===== config.mk =====
export PLATFORM = sky130hd
export DESIGN_NAME = lzd_cmd_fifo
export DESIGN_NICKNAME = d
export VERILOG_FILES = /design/src/hdl/lzd_pkg.sv /design/src/hdl/lzd_cmd_fifo.sv
export SDC_FILE = /design/constraint.sdc
export NUM_CORES = 1
export LEC_CHECK = 0
export BUFFER_PORTS_ARGS = -buffer_cell sky130_fd_sc_hd__buf_2
export CAP_MARGIN = 15
export CORE_UTILIZATION = 40
export DETAILED_ROUTE_END_ITERATION = 16
export PLACE_DENSITY = 0.7
export REMOVE_ABC_BUFFERS = 1
export SYNTH_ARGS = -nofsm -noshare
export SYNTH_HDL_FRONTEND = slang
export SYNTH_SLANG_ARGS = --single-unit

===== constraint.sdc =====
create_clock -name clk -period 2.4 [get_ports clk]
set_input_delay 0.12 -clock clk [delete_from_list [all_inputs] [get_ports clk]]
set_output_delay 0.12 -clock clk [all_outputs]
set_load 0.01 [all_outputs]

===== src/hdl/lzd_pkg.sv =====
// Shared types and constants for the LZ77 stream decompressor.
// No dependencies; imported by every module of the block.
package lzd_pkg;

	localparam int WIN_AW      = 12;
	localparam int WINDOW_SIZE = 1 << WIN_AW;
	localparam int BL_W        = 24;
	localparam int CNT_W       = 5;
	localparam int Q_AW        = 1;
	localparam int Q_DEPTH     = 1 << Q_AW;

	localparam logic [2:0] PH_TYPE = 3'd0;
	localparam logic [2:0] PH_SZ0  = 3'd1;
	localparam logic [2:0] PH_SZ1  = 3'd2;
	localparam logic [2:0] PH_SZ2  = 3'd3;
	localparam logic [2:0] PH_BODY = 3'd4;

	localparam logic [CNT_W-1:0] MIN_MATCH = CNT_W'(3);

	typedef struct packed {
		logic              is_copy;
		logic [7:0]        lit;
		logic [CNT_W-1:0]  cnt;
		logic [WIN_AW:0]   offs;
		logic              last;
	} lzd_cmd_t;

endpackage


===== src/hdl/lzd_cmd_fifo.sv =====
// Short command queue between the parser and the copy engine.
// Depends on lzd_pkg.
module lzd_cmd_fifo (
	input  logic              clk,
	input  logic              arst_n,
	input  logic              push,
	input  lzd_pkg::lzd_cmd_t push_cmd,
	output logic              full,
	input  logic              pop,
	output logic              head_valid,
	output lzd_pkg::lzd_cmd_t head_cmd
);
	import lzd_pkg::*;

	lzd_cmd_t      ent_q [Q_DEPTH];
	logic [Q_AW-1:0] wr_ptr_q, rd_ptr_q;
	logic [Q_AW:0]   cnt_q;

	assign full       = cnt_q == (Q_AW+1)'(Q_DEPTH);
	assign head_valid = cnt_q != '0;
	assign head_cmd   = ent_q[rd_ptr_q];

	always_ff @(posedge clk) begin
		if (push) begin
			ent_q[wr_ptr_q] <= push_cmd;
		end
	end

	always_ff @(posedge clk or negedge arst_n) begin
		if (!arst_n) begin
			wr_ptr_q <= '0;
			rd_ptr_q <= '0;
			cnt_q    <= '0;
		end else begin
			if (push) begin
				wr_ptr_q <= wr_ptr_q + Q_AW'(1);
			end
			if (pop) begin
				rd_ptr_q <= rd_ptr_q + Q_AW'(1);
			end
			cnt_q <= cnt_q + (Q_AW+1)'(push) - (Q_AW+1)'(pop);
		end
	end

endmodule


==> run_results.csv, run 1 <==
group,metric,value,unit
timing,setup_tns,0,ns
global_route,grt_pass1_wl,6.13,mm
power_and_ir_drop,internal_power,2.61,mW
floorplan,ios,62,
final_layout,fin_util,58.2,%
synth,synthTopCellsByArea,"edfxtp_1 (74%), mux2_2 (8.9%), mux2_4 (6.6%)",
timing,min_period,1.83,ns
timing,rsz0062_at_grt,"false",
route,vias,1259,
synth,synthFlopType,"edfxtp_1",
timing,worst_pin_slew,0.392,ns
setup_path,arrival,1.71,ns
final_layout,n_antenna_cell,0,
setup_path,endpoint_kind,"primary output",
setup_path,worstPathRequired,2.28,ns
route,drtAntennaViolNets,0,
synth,yosys.area_share.xor_xnor,1.82,%
floorplan,die_width,77.3,µm
floorplan,start_util,41.4,%
power_and_ir_drop,p_seq_share,41.8,%
setup_path,critPathKind,"reg2out",
floorplan,core,5470,µm²
synth,ys_async_sr_fraction,6.67,%
clock_tree,cts_tree,"yes",
power_and_ir_drop,leakage,1.28,nW
synth,yosysMostFrequentCell,"edfxtp_1",
power_and_ir_drop,switching_share,26.0,%
global_route,grt_pass1_vias,1312,
synth,synth_edf_count,56,
clock_tree,clock-sinks,60,
final_layout,fillers,456,
min_path,min_path_type,"in2reg",
floorplan,rows,27,
synth,synthTopCellsByCount,"edfxtp_1 (56), mux2_2 (18), mux2_4 (10), dfrtp_1 (4)",
timing,hold_viol,0,
timing,maxSlewViolCount,0,
synth,synth_top_family_by_area,"multiplexers",
clock_tree,cts.clk_slew.worst_paths,0.06,ns
place,dpl.hpwl,2.33,mm
clock_tree,root_buffer,"clkbuf_8",
timing,relSlewSlack,73.9,%
global_route,grt_max_degree,29,
final_layout,area_delta_synth_final,40.5,%
synth,ys_seq_area_share,78.6,%
timing,max_freq,545,MHz
route,drt_wl_total,3.93,mm
clock_tree,cts_buffers,9,
final_layout,nets,238,
timing,setup_viol,0,
status,outcome,"complete, no violations",
clock_tree,cts.htree.levels,3,
floorplan,die_h,77.3,µm
synth,yosys.area_share.simple,1.10,%
global_route,antenna_found_initial,0,
timing,clock_skew,0.00545,ns
setup_path,worstPathMaxFanout,24,
timing,whs,0.0327,ns
route,dr.pass1.iters,4,
final_layout,drive_above_1_share,51.2,%
synth,ys_ff_latch,60,
synth,syn-cell-area,2270,µm²
clock_tree,cts_buffer_depth,2,
place,portBuffers,61,
setup_path,worstSetupStartpointType,"register",
synth,yosys_warnings,0,
clock_tree,clk-insertion-delay-late,0.32,ns
power_and_ir_drop,pwr-share-clk,29.5,%
synth,yosysTopAreaCell,"edfxtp_1",
synth,ys_types,14,
floorplan,dieArea,5970,µm²
place,gp_congestion,0.751,
run,cap_violations,0,
route,viasPerCell,4.48,
route,wire_per_inst,14.0,µm
power_and_ir_drop,power.switching,918,µW
global_route,gr-total-overflow,0,
synth,synth_mux_area_share,15.6,%
power_and_ir_drop,p_total,3.53,mW
synth,syn_inst,102,
timing,fin_crit_sh,76.4,%
synth,syn_area_per_cell,22.2,µm²
synth,yosysTopAreaCellShare,74.2,%
global_route,grt_usage,14.2,%
synth,synthAdderAreaFrac,1.10,%
route,drtIter0Drc,55,
synth,synth_compound_area_share,0,%
power_and_ir_drop,power_density,1110,nW/µm²
power_and_ir_drop,ir_drop,0.917,mV
power_and_ir_drop,combPwrFrac,28.8,%
clock_tree,cts_setup_buffers,0,
route,post-route-drc-count,0,
state kept, by name, summed over array words and instances, names as in the netlist:
signal and cells:
cnt_q 2, rd_ptr_q 1, wr_ptr_q 1, ent_q 56
worst paths after layout:
check / slack [ns] / depth (start not counted) / to / from
setup / recovery: 0.57 / 3 / head_cmd[18] / rd_ptr_q
hold / removal: 0.03 / 2 / wr_ptr_q / push
max in group asynchronous: 2.14 / 2 / cnt_q[0] / arst_n
setup reg to reg: 1.16 / 2 / ent_q[0][14] / wr_ptr_q
min in group asynchronous: 0.14 / 2 / rd_ptr_q / arst_n
hold reg to reg: 0.53 / 1 / wr_ptr_q / wr_ptr_q
per-stage QoR:
stage / instances / area [µm²] / setup WS (ns)
after floorplan: 99 / 2230 / 0.318
after global placement: 235 / 2650 / 0.908
after detailed placement: 235 / 2650 / 0.886
after CTS: 281 / 3180 / 0.517
after global routing: 281 / 3180 / 0.456
final: 281 / 3180 / 0.565
placed cells by master, fill, tap and decap left out, types with 3 or more instances in the layout:
| cell type | count |
|---|---|
| buf_2 | 61 |
| buf_4 | 3 |
| bufinv_16 | 3 |
| clkbuf_8 | 9 |
| dfrtp_1 | 4 |
| dlygate4sd3_1 | 30 |
| edfxtp_1 | 56 |
| mux2_2 | 18 |
| mux2_4 | 10 |
final cells by class:
type	count	area, µm²	area share (%)
tap	72	90.1	2.83
clock buffer	10	128	4.01
multi-input combinational	37	447	14.0
sequential	60	1780	56.0
inverter	2	7.51	0.236
clock inverter	6	103	3.22
timing repair buffer	94	628	19.7
power groups by stage:
| stage | Clock (mW) | Sequential, mW | Combinational, mW |
|---|---|---|---|
| after detailed placement | 0 | 1.49 | 0.993 |
| after floorplan | 0 | 1.54 | 0.580 |
| after global routing | 1.11 | 1.50 | 1.10 |
| after global placement | 0 | 1.48 | 0.970 |
| after CTS | 1.07 | 1.48 | 1.03 |
| final | 1.04 | 1.47 | 1.01 |
metal layers:
metal / track usage [%] / up-vias / share of wire (%)
met3: 5.12 / 4 / 5.6
met2: 23.9 / 49 / 50
met1: 16.1 / 607 / 43
met4: 6.23 / 0 / 1.0
li1: - / 599 / -
met5: 0 / - / 0
repair_timing:
item | CTS | global route
gates resized for setup | 0 | 0
hold endpoints to repair | 61 | 0
hold buffers | 30 | 0
kinds of logic (layout without fill, tap and decap cells):
kind of cell | Yosys count | count (layout)
fa+ha+maj | 2 | 2
buf+inv | 5 | 112
mux | 28 | 28
simple gates | 4 | 4
flops | 60 | 60
xor+xnor | 3 | 3
critical path, stage by stage, from the launching register on:
cell     delay [ns]
dfrtp_1        0.46
buf_4          0.40
mux2_2         0.39
buf_2          0.14
No activity file was read; power rests on OpenSTA's default activity.
==> run 2, diff against run 1 <==
--- a/config.mk
+++ b/config.mk
@@ -5,11 +5,12 @@
 export SDC_FILE = /design/constraint.sdc
 export NUM_CORES = 1
 export LEC_CHECK = 0
+export ABC_AREA = 1
 export BUFFER_PORTS_ARGS = -buffer_cell sky130_fd_sc_hd__buf_2
 export CAP_MARGIN = 15
 export CORE_UTILIZATION = 40
 export DETAILED_ROUTE_END_ITERATION = 16
-export PLACE_DENSITY = 0.7
+export PLACE_DENSITY = 0.69
 export REMOVE_ABC_BUFFERS = 1
 export SYNTH_ARGS = -nofsm -noshare
 export SYNTH_HDL_FRONTEND = slang
==> constraint.sdc (replaced) <==
create_clock -name clk -period 1.8 [get_ports clk]
set_input_delay 0.09 -clock clk [delete_from_list [all_inputs] [get_ports clk]]
set_output_delay 0.09 -clock clk [all_outputs]
set_load 0.01 [all_outputs]
==> run 2 against run 1 <==
Compared with the run above: combinational power grew 26%; power up 21%; worst setup slack got worse by 0.38 ns; highest routed layer unchanged; largest cell class unchanged; largest power group unchanged.
==> run_results.csv, run 2 <==
group,metric,value,unit
status,outcome,"complete, no violations",
floorplan,start_util,41.8,%
synth,syn-cell-area,2320,µm²
synth,yosysTopAreaCell,"edfxtp_1",
floorplan,dieArea,6100,µm²
power_and_ir_drop,power_density,1350,nW/µm²
setup_path,arrival,1.52,ns
floorplan,die_h,78.1,µm
final_layout,fillers,467,
setup_path,worstPathRequired,1.71,ns
timing,min_period,1.61,ns
floorplan,ios,62,
clock_tree,cts.clk_slew.worst_paths,0.06,ns
power_and_ir_drop,ir_drop,0.622,mV
final_layout,area_delta_synth_final,36.5,%
final_layout,layout_commonest_cell,"buf_2",
global_route,grt_usage,14.4,%
clock_tree,clock-sinks,60,
setup_path,r2r-end,"ent_q[0][21]",
clock_tree,clk-insertion-delay-late,0.32,ns
synth,syn_area_per_cell,13.5,µm²
place,place_ws,0.416,ns
synth,ys_types,15,
floorplan,die_width,78.1,µm
power_and_ir_drop,p_total,4.27,mW
synth,yosysMostFrequentCell,"edfxtp_1",
timing,whs,0.110,ns
final_layout,nets,308,
setup_path,endpoint_kind,"primary output",
setup_path,r2r_slack,0.51,ns
setup_path,r2r_start,"wr_ptr_q",
route,vias,1528,
global_route,grt_max_degree,34,
place,gp_congestion,0.623,
timing,worst_pin_slew,0.321,ns
synth,syn_inst,171,
timing,max_freq,620,MHz
synth,yosysTopAreaCellShare,72.6,%
route,drt_wl_total,3.98,mm
timing,hold_viol,0,
synth,synthTopCellsByCount,"edfxtp_1 (56), inv_1 (35), nand2_1 (35), o21ai_0 (24), dfrtp_1 (4)",
place,dpl.hpwl,2.55,mm
final_layout,top_register,"ent_q",
place,portBuffers,61,
timing,maxSlewViolCount,0,
clock_tree,cts_buffer_depth,2,
floorplan,rows,27,
min_path,min_path_type,"in2async",
synth,synthFlopType,"edfxtp_1",
route,wire_per_inst,11.3,µm
clock_tree,cts_tree,"yes",
final_layout,drive_above_1_share,29.4,%
route,drtIter0Drc,63,
clock_tree,root_buffer,"clkbuf_8",
timing,clock_skew,0.00841,ns
synth,ys_ff_latch,60,
route,drtAntennaViolNets,0,
final_layout,n_antenna_cell,0,
synth,yosys_warnings,0,
floorplan,core,5540,µm²
final_layout,layout_common_cells,"buf_2 (61), edfxtp_1 (56), inv_1 (35), nand2_1 (35), dlygate4sd3_1 (31)",
final_layout,largest_reg_flops,56,
synth,ys_async_sr_fraction,6.67,%
global_route,antenna_found_initial,0,
timing,relSlewSlack,78.6,%
setup_path,worstPathMaxFanout,33,
route,dr.pass1.iters,4,
global_route,gr-total-overflow,0,
setup_path,worstSetupStartpointType,"register",
setup_path,reg2reg_depth,2,
setup_path,critPathKind,"reg2out",
synth,synthTopCellsByArea,"edfxtp_1 (73%), inv_1 (5.7%), nand2_1 (5.7%)",
clock_tree,cts_buffers,9,
timing,rsz0062_at_grt,"false",
synth,ys_seq_area_share,76.9,%
final_layout,top_regs,"ent_q x56, cnt_q x2",
route,viasPerCell,4.35,
timing,setup_viol,0,
global_route,grt_pass1_vias,1521,
power_and_ir_drop,leakage,1.39,nW
run,cap_violations,0,
route,post-route-drc-count,0,
final_layout,fin_util,57.1,%
clock_tree,cts_setup_buffers,0,
clock_tree,cts.htree.levels,3,
global_route,grt_pass1_wl,6.40,mm
timing,fin_crit_sh,89.6,%
timing,fin_ws,0.187,ns
synth,synth_edf_count,56,
==> run 2: kinds of logic (layout without fill, tap and decap cells) <==
group                      count (synthesis)  after routing  share of synthesized area (%)
AOI/OAI and AO/OA                         28             28                           6.38
adders and majority gates                  2              2                           1.08
DFF                                       60             60                           76.9
xor gates and xnor gates                   2              2                          0.756
buffers and inverters                     41            149                           8.64
and+or+nand+nor                           38             38                           6.21
==> run 2: what timing repair did <==
item / 4_1_cts / 5_1_grt
hold endpoints to repair: 62 / 0
resized for setup: 0 / 1
setup endpoints to repair: 0 / 13
hold buffers: 31 / 0
==> run 2: worst max-delay path by stage <==
stage | from | end | depth (start not counted)
2_1_floorplan | wr_ptr_q | ent_q[0][0] | 1
3_3_place_gp | rd_ptr_q | head_cmd[21] | 4
3_5_place_dp | rd_ptr_q | head_cmd[12] | 4
4_1_cts | rd_ptr_q | head_cmd[12] | 4
5_1_grt | rd_ptr_q | head_cmd[12] | 4
6_report | rd_ptr_q | head_cmd[1] | 3
==> run 2: per-stage QoR <==
stage	setup TNS, ns	instances	instance area (µm²)
after global routing	0	351	3160
final	0	351	3160
after detailed placement	0	304	2700
after floorplan	-5.96	165	2250
after global placement	0	304	2700
after CTS	0	351	3160
==> run 2: where the power goes <==
part           total, mW  switching (mW)  internal [mW]  leakage (nW)
clock network      0.953           0.462          0.492        0.0788
logic               1.27           0.742          0.529         0.741
registers           2.04           0.177           1.87         0.572
total               4.27            1.38           2.89          1.39
==> run 2: per-layer routing <==
layer | global-route usage [%] | share of wire, % | vias up
li1 | - | - | 776
met1 | 15.8 | 43 | 697
met2 | 25.1 | 51 | 47
met3 | 5.58 | 5.5 | 8
met4 | 5.56 | 1.2 | 0
met5 | 0 | 0 | -
==> run 2: layout make-up <==
class | count | area, µm² | share of cell area (%)
sequential | 60 | 1790 | 56.5
timing repair buffer | 98 | 661 | 20.9
multi-input combinational | 70 | 342 | 10.8
clock buffer | 13 | 139 | 4.39
inverter | 35 | 131 | 4.16
tap | 72 | 90.1 | 2.85
clock inverter | 3 | 13.8 | 0.435
==> run 2: worst max-delay path: stages, from the launching register on <==
cell	delay, ns
dfrtp_4	0.62
buf_4	0.23
o21ai_0	0.18
buf_2	0.16
