$ cat src/hdl/lzd_pkg.sv
// Shared types and constants for the LZ77 stream decompressor.
// No dependencies; imported by every module of the block.
package lzd_pkg;

	localparam int WIN_AW      = 12;
	localparam int WINDOW_SIZE = 1 << WIN_AW;
	localparam int BL_W        = 24;
	localparam int CNT_W       = 5;
	localparam int Q_AW        = 1;
	localparam int Q_DEPTH     = 1 << Q_AW;

	localparam logic [2:0] PH_TYPE = 3'd0;
	localparam logic [2:0] PH_SZ0  = 3'd1;
	localparam logic [2:0] PH_SZ1  = 3'd2;
	localparam logic [2:0] PH_SZ2  = 3'd3;
	localparam logic [2:0] PH_BODY = 3'd4;

	localparam logic [CNT_W-1:0] MIN_MATCH = CNT_W'(3);

	typedef struct packed {
		logic              is_copy;
		logic [7:0]        lit;
		logic [CNT_W-1:0]  cnt;
		logic [WIN_AW:0]   offs;
		logic              last;
	} lzd_cmd_t;

endpackage

$ cat src/hdl/lzd_front.sv
// Front end: header, flag and pair parsing; tracks bytes owed.
// Emits literal/copy commands. Depends on lzd_pkg.
module lzd_front (
	input  logic            clk,
	input  logic            arst_n,
	input  logic            in_valid,
	output logic            in_stall,
	input  logic [7:0]      in_byte,
	input  logic            q_full,
	output logic            q_push,
	output lzd_pkg::lzd_cmd_t q_cmd
);
	import lzd_pkg::*;

	logic [2:0]      phase_q, phase_n;
	logic [BL_W-1:0] bl_q, bl_n;
	logic [7:0]      flag_bits_q, flag_bits_n;
	logic [3:0]      flags_left_q, flags_left_n;
	logic [7:0]      pair_hi_q, pair_hi_n;
	logic            pend_q, pend_n;
	logic            in_go;

	assign in_stall = q_full;
	assign in_go    = in_valid && !q_full;

	always_comb begin
		logic [CNT_W-1:0] len;
		logic [CNT_W-1:0] clip;
		logic             overrun;
		logic             done;
		logic             consume;
		phase_n      = phase_q;
		bl_n         = bl_q;
		flag_bits_n  = flag_bits_q;
		flags_left_n = flags_left_q;
		pair_hi_n    = pair_hi_q;
		pend_n       = pend_q;
		q_push       = 1'b0;
		q_cmd        = '0;
		done         = 1'b0;
		consume      = 1'b0;
		len          = CNT_W'(pair_hi_q[7:4]) + MIN_MATCH;
		overrun      = bl_q <= BL_W'(len);
		clip         = overrun ? bl_q[CNT_W-1:0] : len;
		if (in_go) begin
			unique case (phase_q)
				PH_TYPE: begin
					flags_left_n = '0;
					flag_bits_n  = '0;
					pend_n       = 1'b0;
					phase_n      = PH_SZ0;
				end
				PH_SZ0: begin
					bl_n    = BL_W'(in_byte);
					phase_n = PH_SZ1;
				end
				PH_SZ1: begin
					bl_n[15:8] = in_byte;
					phase_n    = PH_SZ2;
				end
				PH_SZ2: begin
					bl_n[23:16] = in_byte;
					if ({in_byte, bl_q[15:0]} == '0) begin
						done = 1'b1;
					end else begin
						phase_n = PH_BODY;
					end
				end
				PH_BODY: begin
					if (bl_q == '0) begin
						done = 1'b1;
					end else if (pend_q) begin
						pend_n        = 1'b0;
						q_push        = 1'b1;
						q_cmd.is_copy = 1'b1;
						q_cmd.cnt     = clip;
						q_cmd.offs    = {1'b0, pair_hi_q[3:0], in_byte} + (WIN_AW+1)'(1);
						q_cmd.last    = overrun;
						bl_n          = bl_q - BL_W'(clip);
						done          = overrun;
						consume       = 1'b1;
					end else if (flags_left_q == '0) begin
						flag_bits_n  = in_byte;
						flags_left_n = 4'd8;
					end else if (flag_bits_q[7]) begin
						pair_hi_n = in_byte;
						pend_n    = 1'b1;
					end else begin
						q_push     = 1'b1;
						q_cmd.lit  = in_byte;
						q_cmd.cnt  = CNT_W'(1);
						q_cmd.last = bl_q == BL_W'(1);
						bl_n       = bl_q - BL_W'(1);
						done       = q_cmd.last;
						consume    = 1'b1;
					end
				end
				default: begin
					done = 1'b1;
				end
			endcase
			if (consume) begin
				flag_bits_n = {flag_bits_q[6:0], 1'b0};
				if (flags_left_q != '0) begin
					flags_left_n = flags_left_q - 4'd1;
				end
			end
			if (done) begin
				phase_n      = PH_TYPE;
				flags_left_n = '0;
				flag_bits_n  = '0;
				pend_n       = 1'b0;
			end
		end
	end

	always_ff @(posedge clk or negedge arst_n) begin
		if (!arst_n) begin
			phase_q      <= PH_TYPE;
			bl_q         <= '0;
			flag_bits_q  <= '0;
			flags_left_q <= '0;
			pair_hi_q    <= '0;
			pend_q       <= 1'b0;
		end else begin
			phase_q      <= phase_n;
			bl_q         <= bl_n;
			flag_bits_q  <= flag_bits_n;
			flags_left_q <= flags_left_n;
			pair_hi_q    <= pair_hi_n;
			pend_q       <= pend_n;
		end
	end

endmodule

$ cat config.mk
export PLATFORM = sky130hd
export DESIGN_NAME = lzd_front
export DESIGN_NICKNAME = d
export VERILOG_FILES = /design/src/hdl/lzd_pkg.sv /design/src/hdl/lzd_front.sv
export SDC_FILE = /design/constraint.sdc
export NUM_CORES = 1
export LEC_CHECK = 0
export ABC_AREA = 1
export BUFFER_PORTS_ARGS = -buffer_cell sky130_fd_sc_hd__buf_2
export CORE_MARGIN = 3
export CORE_UTILIZATION = 35
export CTS_BUF_LIST = sky130_fd_sc_hd__clkbuf_4 sky130_fd_sc_hd__clkbuf_8 sky130_fd_sc_hd__clkbuf_16
export DETAILED_ROUTE_END_ITERATION = 12
export PLACE_DENSITY = 0.62
export SLEW_MARGIN = 15
export SYNTH_ARGS = -nofsm -noshare
export SYNTH_HDL_FRONTEND = slang
export SYNTH_SLANG_ARGS = --single-unit
export TNS_END_PERCENT = 30
$ cat constraint.sdc
create_clock -name clk -period 3.75 [get_ports clk]
set_input_delay 0 -clock clk [delete_from_list [all_inputs] [get_ports clk]]
set_output_delay 0 -clock clk [all_outputs]
set_load 0.03 [all_outputs]
==> run summary, run 1 <==
The run gives 3.72 ns as the data arrival time of the worst path. The internal power component came out at 1.53 mW. The run gives 0.938 as the weighted congestion at the end of routability-driven global placement. After detailed routing, the number of remaining DRC violations is 0.

Including well taps, the total number of placed cells is 800. The worst setup path is of the reg2reg kind. For the total routed wirelength, the log shows 12.9 mm. In the layout the commonest cells are sky130_fd_sc_hd__nand2_1, sky130_fd_sc_hd__inv_1, sky130_fd_sc_hd__nor2_1.

Clock-pin slew was measured on the worst setup and hold paths at 0.07 ns. In this run the tool buffered the top-level ports with 41 buffer cells. Global routing finished with a remaining overflow of 0.

The root buffer cell chosen for the clock tree is sky130_fd_sc_hd__clkbuf_16. The post-layout instance area came out at 4750 sq um. No sink is reached through more buffers than the 2 on the longest clock path. The run gives 42 as the number of I/O pins.

The leakage component of the power is 2.33 nW, and the per-instance average area after synthesis is 6.59 sq um. The repair_antennas step left the layout with diodes totalling 0. The first TritonRoute pass finished after 5 iterations. TritonCTS built the clock tree. The logs give 0.290 mV for the worst vdd rail ir drop and 42.7% for the utilization of the core after routing. Once the floorplan was initialized, standard cells occupied 36.6% of the core. Cells with a size suffix above 1 make up 17.3% of the layout.

For this design the ratio of total power to cell area is 634 nW/um^2. The final clock skew came out at 0.00878 ns. The run gives 0.0521 ns as the worst hold slack. The cell area that synthesis handed to floorplanning was 4070 sq um. The power spent charging and discharging nets came out at 1.48 mW.

The flow ran to the end, and the final reports show no timing, DRC or antenna violations. In this run the core area contains 38 standard-cell rows. The worst setup path is captured at a register. The iteration-0 DRC count of the detailed router was 219; the post-route total power was 3.01 mW.

The data required time at the worst endpoint is 3.99 ns. For the initial antenna violation count, the log shows 0. Clock tree synthesis found a total of 48 sinks. The proportion of synthesized chip area in sequential cells was 29.5%; the number of synthesized flops with an enable pin was 0. The clock tree synthesis step divided the H-tree into 2 levels.

The die is 114 microns tall. The finished layout holds 812 standard cells, fillers aside. Synthesis produced 618 cells. For this run, the total global-route usage over all layers was measured as 20.2%. In this run, the combinational gates consume 52.6% of the power.

The nature of the critical path startpoint is a register. The final critical delay including setup and external delays is 3.48 ns, and the maximum fanout count along the critical path is 10. The floorplan step defined a die boundary enclosing 13,000 sq um. Of the total power, the share spent switching nets is 49.3%. The run gives 49 as the largest net degree at the start of global routing. From synthesis to final layout, the design area changed by 16.6%. For the total count of hold-check failures in the final report, the log shows 0. The net count of the finished layout is 700, and the post-synth net total is 647. For the normalized max-slew margin, the log shows 53.1%. Counting distinct cell types in the post-synthesis netlist gives 44. After synthesis, the share of flip-flops with an asynchronous set or reset is 100%. The logs give 0.30 ns for the later-pin clock latency in the skew report and 287 MHz for the highest attainable clock frequency. The tools report the warning count from the yosys run as 0. For the detailed-placement wirelength estimate, the log shows 9.48 mm. Leaving out fill and tap cells, the most frequent cell in the layout is sky130_fd_sc_hd__nand2_1. The max-slew violation count was 0; the mean number of vias per cell was 5.38. The region available for standard cell placement spans 11,100 sq um. The via count of the routed design was 4,367. In the final routed layout, each cell accounts on average for 15.8 microns.

In this run, the clock network consumes 17.7% of the power. Setup violations remaining at the end of the flow were counted as 0. The slew at the pin closest to its max-slew limit is 0.702 ns.

The path class of the tightest hold or removal check is in2reg. The number of maximum-capacitance violations is 0. Chip width: 114 microns. Sequential cells account for 29.7% of the total power.

The placed cell area is 4490 sq um, and the post-detailed-route count of antenna-violating nets is 0. The final critical path takes up 92.9% of the cycle. The number of CTS-inserted buffers is 5.

The first global-routing pass estimated 21.0 mm of wire. The run gives 4,034 as the number of global-route vias before repair. The top flip-flop cell by instance count after synthesis is sky130_fd_sc_hd__dfrtp_1. Setup repair after global routing could not meet its margin everywhere. In this run, synthesis produced a sequential element count of 48.
-- repair_timing --
| item | 4_1_cts | 5_1_grt |
|---|---|---|
| gates resized for setup | 3 | 20 |
| setup endpoints to repair | 10 | 20 |
| pin swaps | 0 | 3 |
| endpoints found under the hold margin | 48 | 0 |
| buffers inserted | 0 | 3 |
| hold buffers | 1 | 0 |
-- synth_stat cells, types with 6 or more instances --
cell	count	area (sq um)
sky130_fd_sc_hd__nand2_1	158	593
sky130_fd_sc_hd__o22ai_1	6	37.5
sky130_fd_sc_hd__nor2_4	7	78.8
sky130_fd_sc_hd__inv_1	70	263
sky130_fd_sc_hd__dfrtp_1	48	1200
sky130_fd_sc_hd__o21ai_0	49	245
sky130_fd_sc_hd__inv_2	8	30.0
sky130_fd_sc_hd__a21oi_1	33	165
sky130_fd_sc_hd__nand4_1	17	106
sky130_fd_sc_hd__nor3_1	19	95.1
sky130_fd_sc_hd__nand3_1	36	180
sky130_fd_sc_hd__a22oi_1	6	45.0
sky130_fd_sc_hd__o21ai_1	16	80.1
sky130_fd_sc_hd__xor2_1	7	61.3
sky130_fd_sc_hd__ha_1	16	200
sky130_fd_sc_hd__nor2_1	70	263
-- worst max-delay path: stages (launching register included) --
cell                      delay [ns]
sky130_fd_sc_hd__dfrtp_1        0.40
sky130_fd_sc_hd__inv_1          0.10
sky130_fd_sc_hd__ha_4           0.15
sky130_fd_sc_hd__xor2_2         0.17
sky130_fd_sc_hd__ha_1           0.26
sky130_fd_sc_hd__nand2_1        0.07
sky130_fd_sc_hd__inv_1          0.04
sky130_fd_sc_hd__nand2_1        0.05
sky130_fd_sc_hd__nand2_1        0.04
sky130_fd_sc_hd__nand2_1        0.06
sky130_fd_sc_hd__nand2_1        0.06
sky130_fd_sc_hd__nand2_2        0.09
sky130_fd_sc_hd__nand2_4        0.09
sky130_fd_sc_hd__o21ai_2        0.16
sky130_fd_sc_hd__ha_1           0.17
sky130_fd_sc_hd__inv_1          0.06
sky130_fd_sc_hd__fa_2           0.34
sky130_fd_sc_hd__nand3_1        0.08
sky130_fd_sc_hd__nand2_1        0.09
sky130_fd_sc_hd__nand2_2        0.09
sky130_fd_sc_hd__nand4_1        0.08
sky130_fd_sc_hd__o21ai_1        0.24
sky130_fd_sc_hd__nand2_1        0.16
sky130_fd_sc_hd__o31ai_1        0.23
sky130_fd_sc_hd__nand2_1        0.07
sky130_fd_sc_hd__nand2_1        0.06
-- power groups by stage --
stage	Sequential (mW)	Combinational (mW)	Clock, mW
after floorplan	0.830	1.18	0
after global placement	0.891	1.49	0
after detailed placement	0.895	1.52	0
after CTS	0.888	1.53	0.543
after global routing	0.922	1.79	0.565
final	0.894	1.58	0.534
-- metrics by stage --
stage          TNS (ns)  worst slack (ns)
2_1_floorplan         0             0.408
3_3_place_gp          0            0.0566
3_5_place_dp     -0.301           -0.0786
4_1_cts               0           0.00128
5_1_grt        -0.00566          -0.00566
6_report              0             0.267
-- registers in the layout, summed over array words and instances (netlist names) --
name,flops
bl_q,24
flag_bits_q,8
flags_left_q,4
pair_hi_q,8
pend_q,1
phase_q,3
-- layer usage --
metal	vias to the layer above	global-route usage (%)	wire length [microns]
met5	-	0	0
met4	0	7.21	341
met3	26	3.29	733
met2	140	31.1	5780
met1	2053	28.8	6020
li1	2148	-	-
-- final timing paths --
path	startpoint	end	slack, ns	depth (start not counted)
setup / recovery	pair_hi_q[5]	bl_q[16]	0.27	25
hold / removal	q_full	phase_q[2]	0.05	4
setup reg to reg	pair_hi_q[5]	bl_q[16]	0.27	25
hold reg to reg	flag_bits_q[0]	flag_bits_q[0]	0.49	2
max in group asynchronous	arst_n	bl_q[23]	2.95	3
min in group asynchronous	arst_n	pair_hi_q[6]	0.36	3
-- final cells by class --
class                      count  area, sq um
clock buffer                   5          125
fill                        1192         6370
timing repair buffer          59          343
inverter                      79          297
tap                          140          175
multi-input combinational    478         2570
clock inverter                 3         42.5
sequential                    48         1200
-- kinds of logic (layout without fill, tap and decap cells) --
family | count (synthesis) | in the layout | synth area share, %
fa+ha+maj | 17 | 17 | 5.41
buf+inv | 92 | 146 | 9.03
simple gates | 330 | 330 | 37.4
compound gates | 122 | 122 | 16.8
xor+xnor | 9 | 9 | 1.93
flops | 48 | 48 | 29.5
Note: power is estimated with default switching activity, not from simulation.
==> run 2, diff against run 1 <==
==> constraint.sdc (replaced) <==
create_clock -name clk -period 3.75 [get_ports clk]
set_input_delay 0.1875 -clock clk [delete_from_list [all_inputs] [get_ports clk]]
set_output_delay 0.1875 -clock clk [all_outputs]
set_load 0.03 [all_outputs]
==> run summary, run 2 (synthesis gave the netlist of run 1 again) <==
The flow ran to the end, and the final reports show no timing, DRC or antenna violations. The slack of the worst reg-to-reg path was 0.18 ns (-0.08 ns). The number of flip-flops under the largest register name is 24 (unchanged), and the clock slew at the register clock pins of the worst setup and hold paths is 0.07 ns (about the same). Area of the core: 11,100 sq um (unchanged). TritonCTS built the clock tree. The launching point of the worst reg2reg path was pair_hi_q[5]. The share of layout cells above drive strength 1 came out at 19.0% (+1.7 points). The worst hold path terminates at bl_q[9]. The class of the tightest hold or removal check is in2reg. Post-layout instance area: 4810 sq um (+1.1%). The overall fraction of global-route tracks in use is 20.4% (+0.18 points).

The largest stage delay on the critical path works out to 0.42 ns (+0.02 ns). The count of standard-cell rows was 38 (unchanged). The library cells used most frequently in the layout, excluding fill and tap cells, are sky130_fd_sc_hd__nand2_1, sky130_fd_sc_hd__inv_1, sky130_fd_sc_hd__nor2_1. The detailed-route wire length per cell was 16.1 microns (+1.3%); the total power density per cell area was 624 nW/um^2 (-1.6%). The slew at the pin closest to its max-slew limit is 0.682 ns (-0.0207 ns), and the total count of hold-check failures in the final report is 0 (unchanged). Post-detailed-route count of antenna-violating nets: 0 (unchanged).

The number of diodes was 0 (unchanged). The detailed-placement wirelength estimate was 9.61 mm (+1.4%). The combined buffer and inverter count along the critical path came out at 4 (+1).

The area of the die came out at 13,000 sq um (unchanged). Cell depth of the worst min-delay path: 3 (-1). Final critical delay including setup and external delays: 3.57 ns (+0.0833 ns). In this run the critical register-to-register path is captured at bl_q[17]. For the highest attainable clock frequency, the log shows 280 MHz (-2.3%). The data required time at the worst endpoint was 3.99 ns (about the same); the vertical die dimension was 114 microns (unchanged). The worst setup path is captured at a register. The count of filler cells inserted in the layout is 1,196 (+0.34%), and the fraction of the cycle the final worst path needs is 95.1% (+2.2 points).

The first-pass GRT wire length is 21.1 mm (+0.30%). In this run the most critical hold path is launched from in_byte[1]. The maximum fanout count along the critical path is 6 (-4).

The placed cell area came out at 4490 sq um (unchanged). Relative to the synthesized area, the layout overhead comes to 18.0%. The class of the most critical setup path is reg2reg.

The total negative slack was 0 ns (unchanged); the initial standard-cell utilization of the core was 36.6% (unchanged). The leakage component of the power is 2.35 nW (+1.0%). The count of input and output buffers is 41 (unchanged).

The cell type of the slowest stage on the worst timing path is sky130_fd_sc_hd__dfrtp_1. The logs give 4,399 (+0.73%) for the via count of the routed design and 2630 sq um (+2.5%) for the area used by multi-input combinational logic. The overflow left after global routing came out at 0 (unchanged). Chip width: 114 microns (unchanged). The run gives 42 (unchanged) as the number of I/O pins.

The max-slew violation count is 0 (unchanged). The tools report the initial antenna violation count as 0 (unchanged). The final clock skew came out at 0.00483 ns (-0.00395 ns). The mean number of vias per cell came out at 5.40 (+0.49%). STA classifies the critical path startpoint as a register. Among the stages of the critical path, the cell type that occurs most often is sky130_fd_sc_hd__nand2_1. Number of clock sinks: 48 (unchanged). Leaving out fill and tap cells, the most frequent cell in the layout is sky130_fd_sc_hd__nand2_1. For the largest net degree at the start of global routing, the log shows 30 (-39%). The number of cells on the worst reg-to-reg path is 27 (+8.0%).

The tools report the number of DRC violations after detailed routing as 0 (unchanged). In the final layout, the registers with the most flip-flops are bl_q: 24 flops, flag_bits_q: 8 flops, pair_hi_q: 8 flops. The cell class contributing the biggest share of worst-path delay is simple AND/OR/NAND/NOR gates. The post-route non-filler standard cell count is 814 (+0.25%), and the number of cells on the critical path is 27 (+8.0%). The iteration-0 DRC count of the detailed router is 233 (+6.4%).

The number of global-route vias before repair came out at 4,003 (-0.77%). The number of maximum-capacitance violations is 0 (unchanged). The cell chosen for the clock root was sky130_fd_sc_hd__clkbuf_16. The logs give 3.81 ns (+0.09 ns) for the data arrival time of the worst path and 5 (unchanged) for the number of CTS-inserted buffers. Total routed wirelength: 13.1 mm (+1.5%). The tools report the normalized max-slew margin as 54.4% (+1.4 points). The weighted congestion at the end of routability-driven global placement is 0.939 (+0.16%), and the net count of the finished layout is 702 (+0.29%).

The number of buffers between clock root and the deepest sink is 2 (unchanged). The register ranked first by flip-flop count is bl_q. For the number of optimization iterations in the first detailed-route pass, the log shows 5 (unchanged).

The run gives 1200 sq um (+0.10%) as the sequential cell area. The setup violation total in the final timing report came out at 0 (unchanged). H-tree depth: 2 (unchanged).

The number of placed cells counting well taps is 800 (unchanged), and the worst vdd rail ir drop is 0.275 mV (-5.2%). The later-pin clock latency in the skew report came out at 0.30 ns (about the same).
## run 2: cell count changes in the layout (fill, tap and decap cells not counted), sizes merged
cell      delta
clkbuf       +1
bufinv       -1
clkinvlp     -1
clkinv       +1
nand2        +1
buf          +1
## run 2: worst min-delay path, delay by kind of cell
kind | cells | cell delay [ns]
buffers and inverters | 1 | 0.13
AO/OA/AOI/OAI | 2 | 0.19
## run 2: how the worst max path moves through the flow
stage,start,endpoint,slack (ns)
global route,pair_hi_q[5],bl_q[22],-0.10
global placement,pair_hi_q[4],bl_q[16],0.05
finish,pair_hi_q[5],bl_q[17],0.18
detailed placement,pair_hi_q[4],bl_q[20],-0.01
floorplan,pair_hi_q[4],bl_q[20],0.41
CTS,pair_hi_q[4],bl_q[20],0.06
## run 2: metal layers
layer	GRT usage (%)	vias to the layer above	part of all wire, %
met5	0	-	0
met4	7.52	0	2.8
met1	29.4	2081	46
met3	2.81	24	5.5
met2	31.3	134	45
li1	-	2160	-
## run 2: where the power goes
group	total (mW)	internal (mW)	switching, mW
registers	0.897	0.680	0.217
logic	1.62	0.545	1.07
clock network	0.480	0.264	0.216
total	3.00	1.49	1.51
## run 2: final cells by class
cell class | instances | area share [%]
Multi-Input combinational cell | 479 | 54.8
Sequential cell | 48 | 25.0
Timing Repair Buffer | 60 | 7.29
Inverter | 79 | 6.17
Tap cell | 140 | 3.64
Clock buffer | 6 | 2.89
Clock inverter | 2 | 0.208
## run 2: stage by stage
stage	setup WS (ns)	hold WS (ns)	power (mW)	util [%]
final	0.183	0.252	3.00	43.2
after global routing	-0.101	0.271	3.26	43.2
after CTS	0.0607	0.249	2.90	41.8
after detailed placement	-0.0140	0.204	2.41	40.3
after global placement	0.0522	0.207	2.38	40.3
after floorplan	0.408	-0.108	2.01	-
## run 2: what timing repair did
| action | CTS | global route |
|---|---|---|
| hold buffers | 1 | 0 |
| endpoints found under the hold margin | 21 | 0 |
| gates cloned | 0 | 1 |
| pin swaps | 0 | 9 |
| setup endpoints to repair | 4 | 20 |
| resized for setup | 2 | 34 |
| buffers inserted | 0 | 4 |
==> run 3, diff against run 2 <==
Settings changed: CORE_ASPECT_RATIO set to 0.9.
==> run summary, run 3 (synthesis gave the netlist of run 1 again) <==
The flow ran to the end, and the final reports show no timing, DRC or antenna violations. The wire length on met3 was 954 microns (+32%); the share of layout cells above drive strength 1 was 17.9% (-1.1 points). The count of input and output buffers is 41 (unchanged). The kind of end point of the critical path was a register. The vertical die dimension was 108 microns (-4.9%). The number of buffers between clock root and the deepest sink is 2 (unchanged). The run gives 0.259 mV (-5.6%) as the worst vdd rail ir drop.

For the post-detailed-route count of antenna-violating nets, the log shows 0 (unchanged). The register with the most flip-flops in the final layout is bl_q. Data arrival time of the worst path: 3.83 ns (+0.02 ns). The initial standard-cell utilization of the core is 36.8% (+0.15 points), and the highest attainable clock frequency is 277 MHz (-1.2%). The run gives 48 (unchanged) as the number of clock sinks. The combined buffer and inverter count along the critical path was 4 (unchanged). The number of DRC violations after detailed routing was 0 (unchanged). In the final layout, the registers with the most flip-flops are bl_q: 24 flops, flag_bits_q: 8 flops, pair_hi_q: 8 flops. The initial antenna violation count was 0 (unchanged); the later-pin clock latency in the skew report was 0.30 ns (about the same).

The top cell types in the final layout, fill and taps aside, are sky130_fd_sc_hd__nand2_1, sky130_fd_sc_hd__nor2_1, sky130_fd_sc_hd__inv_1. The slew at the pin closest to its max-slew limit came out at 0.657 ns (-0.0241 ns). The H-tree depth came out at 2 (unchanged).

The cell family contributing the most delay on the critical path is simple AND/OR/NAND/NOR gates. The first-pass GRT wire length is 20.9 mm (-0.82%), and the chip width is 120 microns (+5.1%). The worst setup path is launched from a register.

The wire length on met2 is 5.52 mm (-7.2%), and the mean number of vias per cell is 5.30 (-1.9%). The number of CTS-inserted buffers is 5 (unchanged). For the total count of hold-check failures in the final report, the log shows 0 (unchanged). The total negative slack came out at 0 ns (unchanged).

The tools report the count of standard-cell rows as 36 (-5.3%). The final critical delay including setup and external delays came out at 3.61 ns (+0.0447 ns). Setup repair after global routing could not meet its margin everywhere. The number of buffers inserted for hold repair after clock tree synthesis came out at 0 (-1). The via count of the routed design is 4,338 (-1.4%). The number of flip-flops under the largest register name is 24 (unchanged). The data required time at the worst endpoint is 3.97 ns (-0.02 ns).

Among all stages on the critical path, the largest delay is contributed by sky130_fd_sc_hd__dfrtp_1. The total power density per cell area came out at 622 nW/um^2 (-0.24%). The max-slew violation count came out at 0 (unchanged). For the largest net degree at the start of global routing, the log shows 49 (+63%). Most common cell type on the critical path: sky130_fd_sc_hd__nand2_1. The area used by multi-input combinational logic came out at 2610 sq um (-0.95%). The area of the die is 13,000 sq um (about the same), and the worst hold slack is 0.0145 ns (-0.238 ns). Number of global-route vias before repair: 4,030 (+0.67%).

In this run the top signal layer used is met4. The detailed-route wire length per cell was 15.7 microns (-2.4%). The number of I/O pins is 42 (unchanged), and the maximum fanout count along the critical path is 5 (-1). The number of diodes came out at 0 (unchanged). The tree is rooted in a sky130_fd_sc_hd__clkbuf_16.

The largest stage delay on the critical path was 0.41 ns (about the same); the final clock skew was 0.00718 ns (+0.00236 ns). The overflow left after global routing was 0 (unchanged); the clock slew at the register clock pins of the worst setup and hold paths was 0.07 ns (about the same). The fraction of the cycle the final worst path needs works out to 96.3% (+1.2 points). The class of the tightest hold or removal check was in2async. The tools report the net count of the finished layout as 695 (-1.0%). The most common cell after layout, fill and taps aside was sky130_fd_sc_hd__nand2_1. The area of the core was 11,100 sq um (-0.41%). The class of the most critical setup path is reg2reg. The number of optimization iterations in the first detailed-route pass is 5 (unchanged), and the weighted congestion at the end of routability-driven global placement is 0.956 (+1.8%). TritonCTS built the clock tree. Detailed-placement wirelength estimate: 9.33 mm (-3.0%). The total routed wirelength is 12.8 mm (-1.9%), and the setup violation total in the final timing report is 0 (unchanged). The run gives 0 (unchanged) as the number of maximum-capacitance violations. The overall fraction of global-route tracks in use was 20.2% (-0.27 points). The iteration-0 DRC count of the detailed router came out at 415 (+78%).

The normalized max-slew margin was 55.8% (+1.3 points); the post-synthesis to final-layout area growth was 16.1%. The tools report the sequential cell area as 1200 sq um (unchanged). The count of filler cells inserted in the layout was 1,222 (+2.2%); the routed metal-1 wire length was 6.07 mm (+0.66%). The leakage component of the power came out at 2.30 nW (-2.3%).
[run 3: power by group]
part           switching [mW]  internal, mW
registers               0.220         0.680
clock network           0.207         0.251
logic                    1.06         0.526
[run 3: area by class of cell]
| type | instances | area share, % |
|---|---|---|
| multi-input combinational | 479 | 55.1 |
| sequential | 48 | 25.4 |
| inverter | 79 | 6.27 |
| timing repair buffer | 53 | 6.24 |
| tap | 152 | 4.02 |
| clock buffer | 6 | 2.80 |
| clock inverter | 1 | 0.106 |
[run 3: worst reg2reg max path, delay by kind of cell, from the launching register on]
family | cells | cell delay, ns
flops | 1 | 0.41
simple gates | 15 | 1.23
compound gates | 3 | 0.49
fa+ha+maj | 4 | 0.99
xor+xnor | 1 | 0.17
buf+inv | 4 | 0.24
[run 3: what timing repair did]
item	CTS	global route
setup buffers	1	4
endpoints found under the setup margin	11	18
cloned	0	1
resized for setup	4	29
pin swaps	1	11
[run 3: layer usage]
metal	up-vias	global-route usage, %
li1	2142	-
met3	25	3.77
met1	2004	29.4
met4	0	6.21
met2	167	30.2
met5	-	0
[run 3: final timing paths]
path / startpoint / end / slack, ns / depth (start not counted)
min in group clk: q_full / flags_left_q[1] / 0.25 / 3
hold reg to reg: flag_bits_q[0] / flag_bits_q[0] / 0.49 / 2
max in group asynchronous: arst_n / pair_hi_q[6] / 3.27 / 2
setup reg to reg: pair_hi_q[4] / bl_q[22] / 0.14 / 27
hold / removal: arst_n / flag_bits_q[1] / 0.01 / 2
setup / recovery: pair_hi_q[4] / bl_q[22] / 0.14 / 27
[run 3: through the flow]
step	util [%]	setup slack (ns)	area, sq um	std cells	power [mW]
after global placement	40.2	0.0558	4450	805	2.35
after detailed placement	40.2	-0.127	4450	805	2.39
after floorplan	-	0.408	4070	618	2.01
after global routing	42.7	-0.133	4730	818	3.20
after CTS	41.5	0.0229	4600	813	2.85
final	42.7	0.139	4730	818	2.94
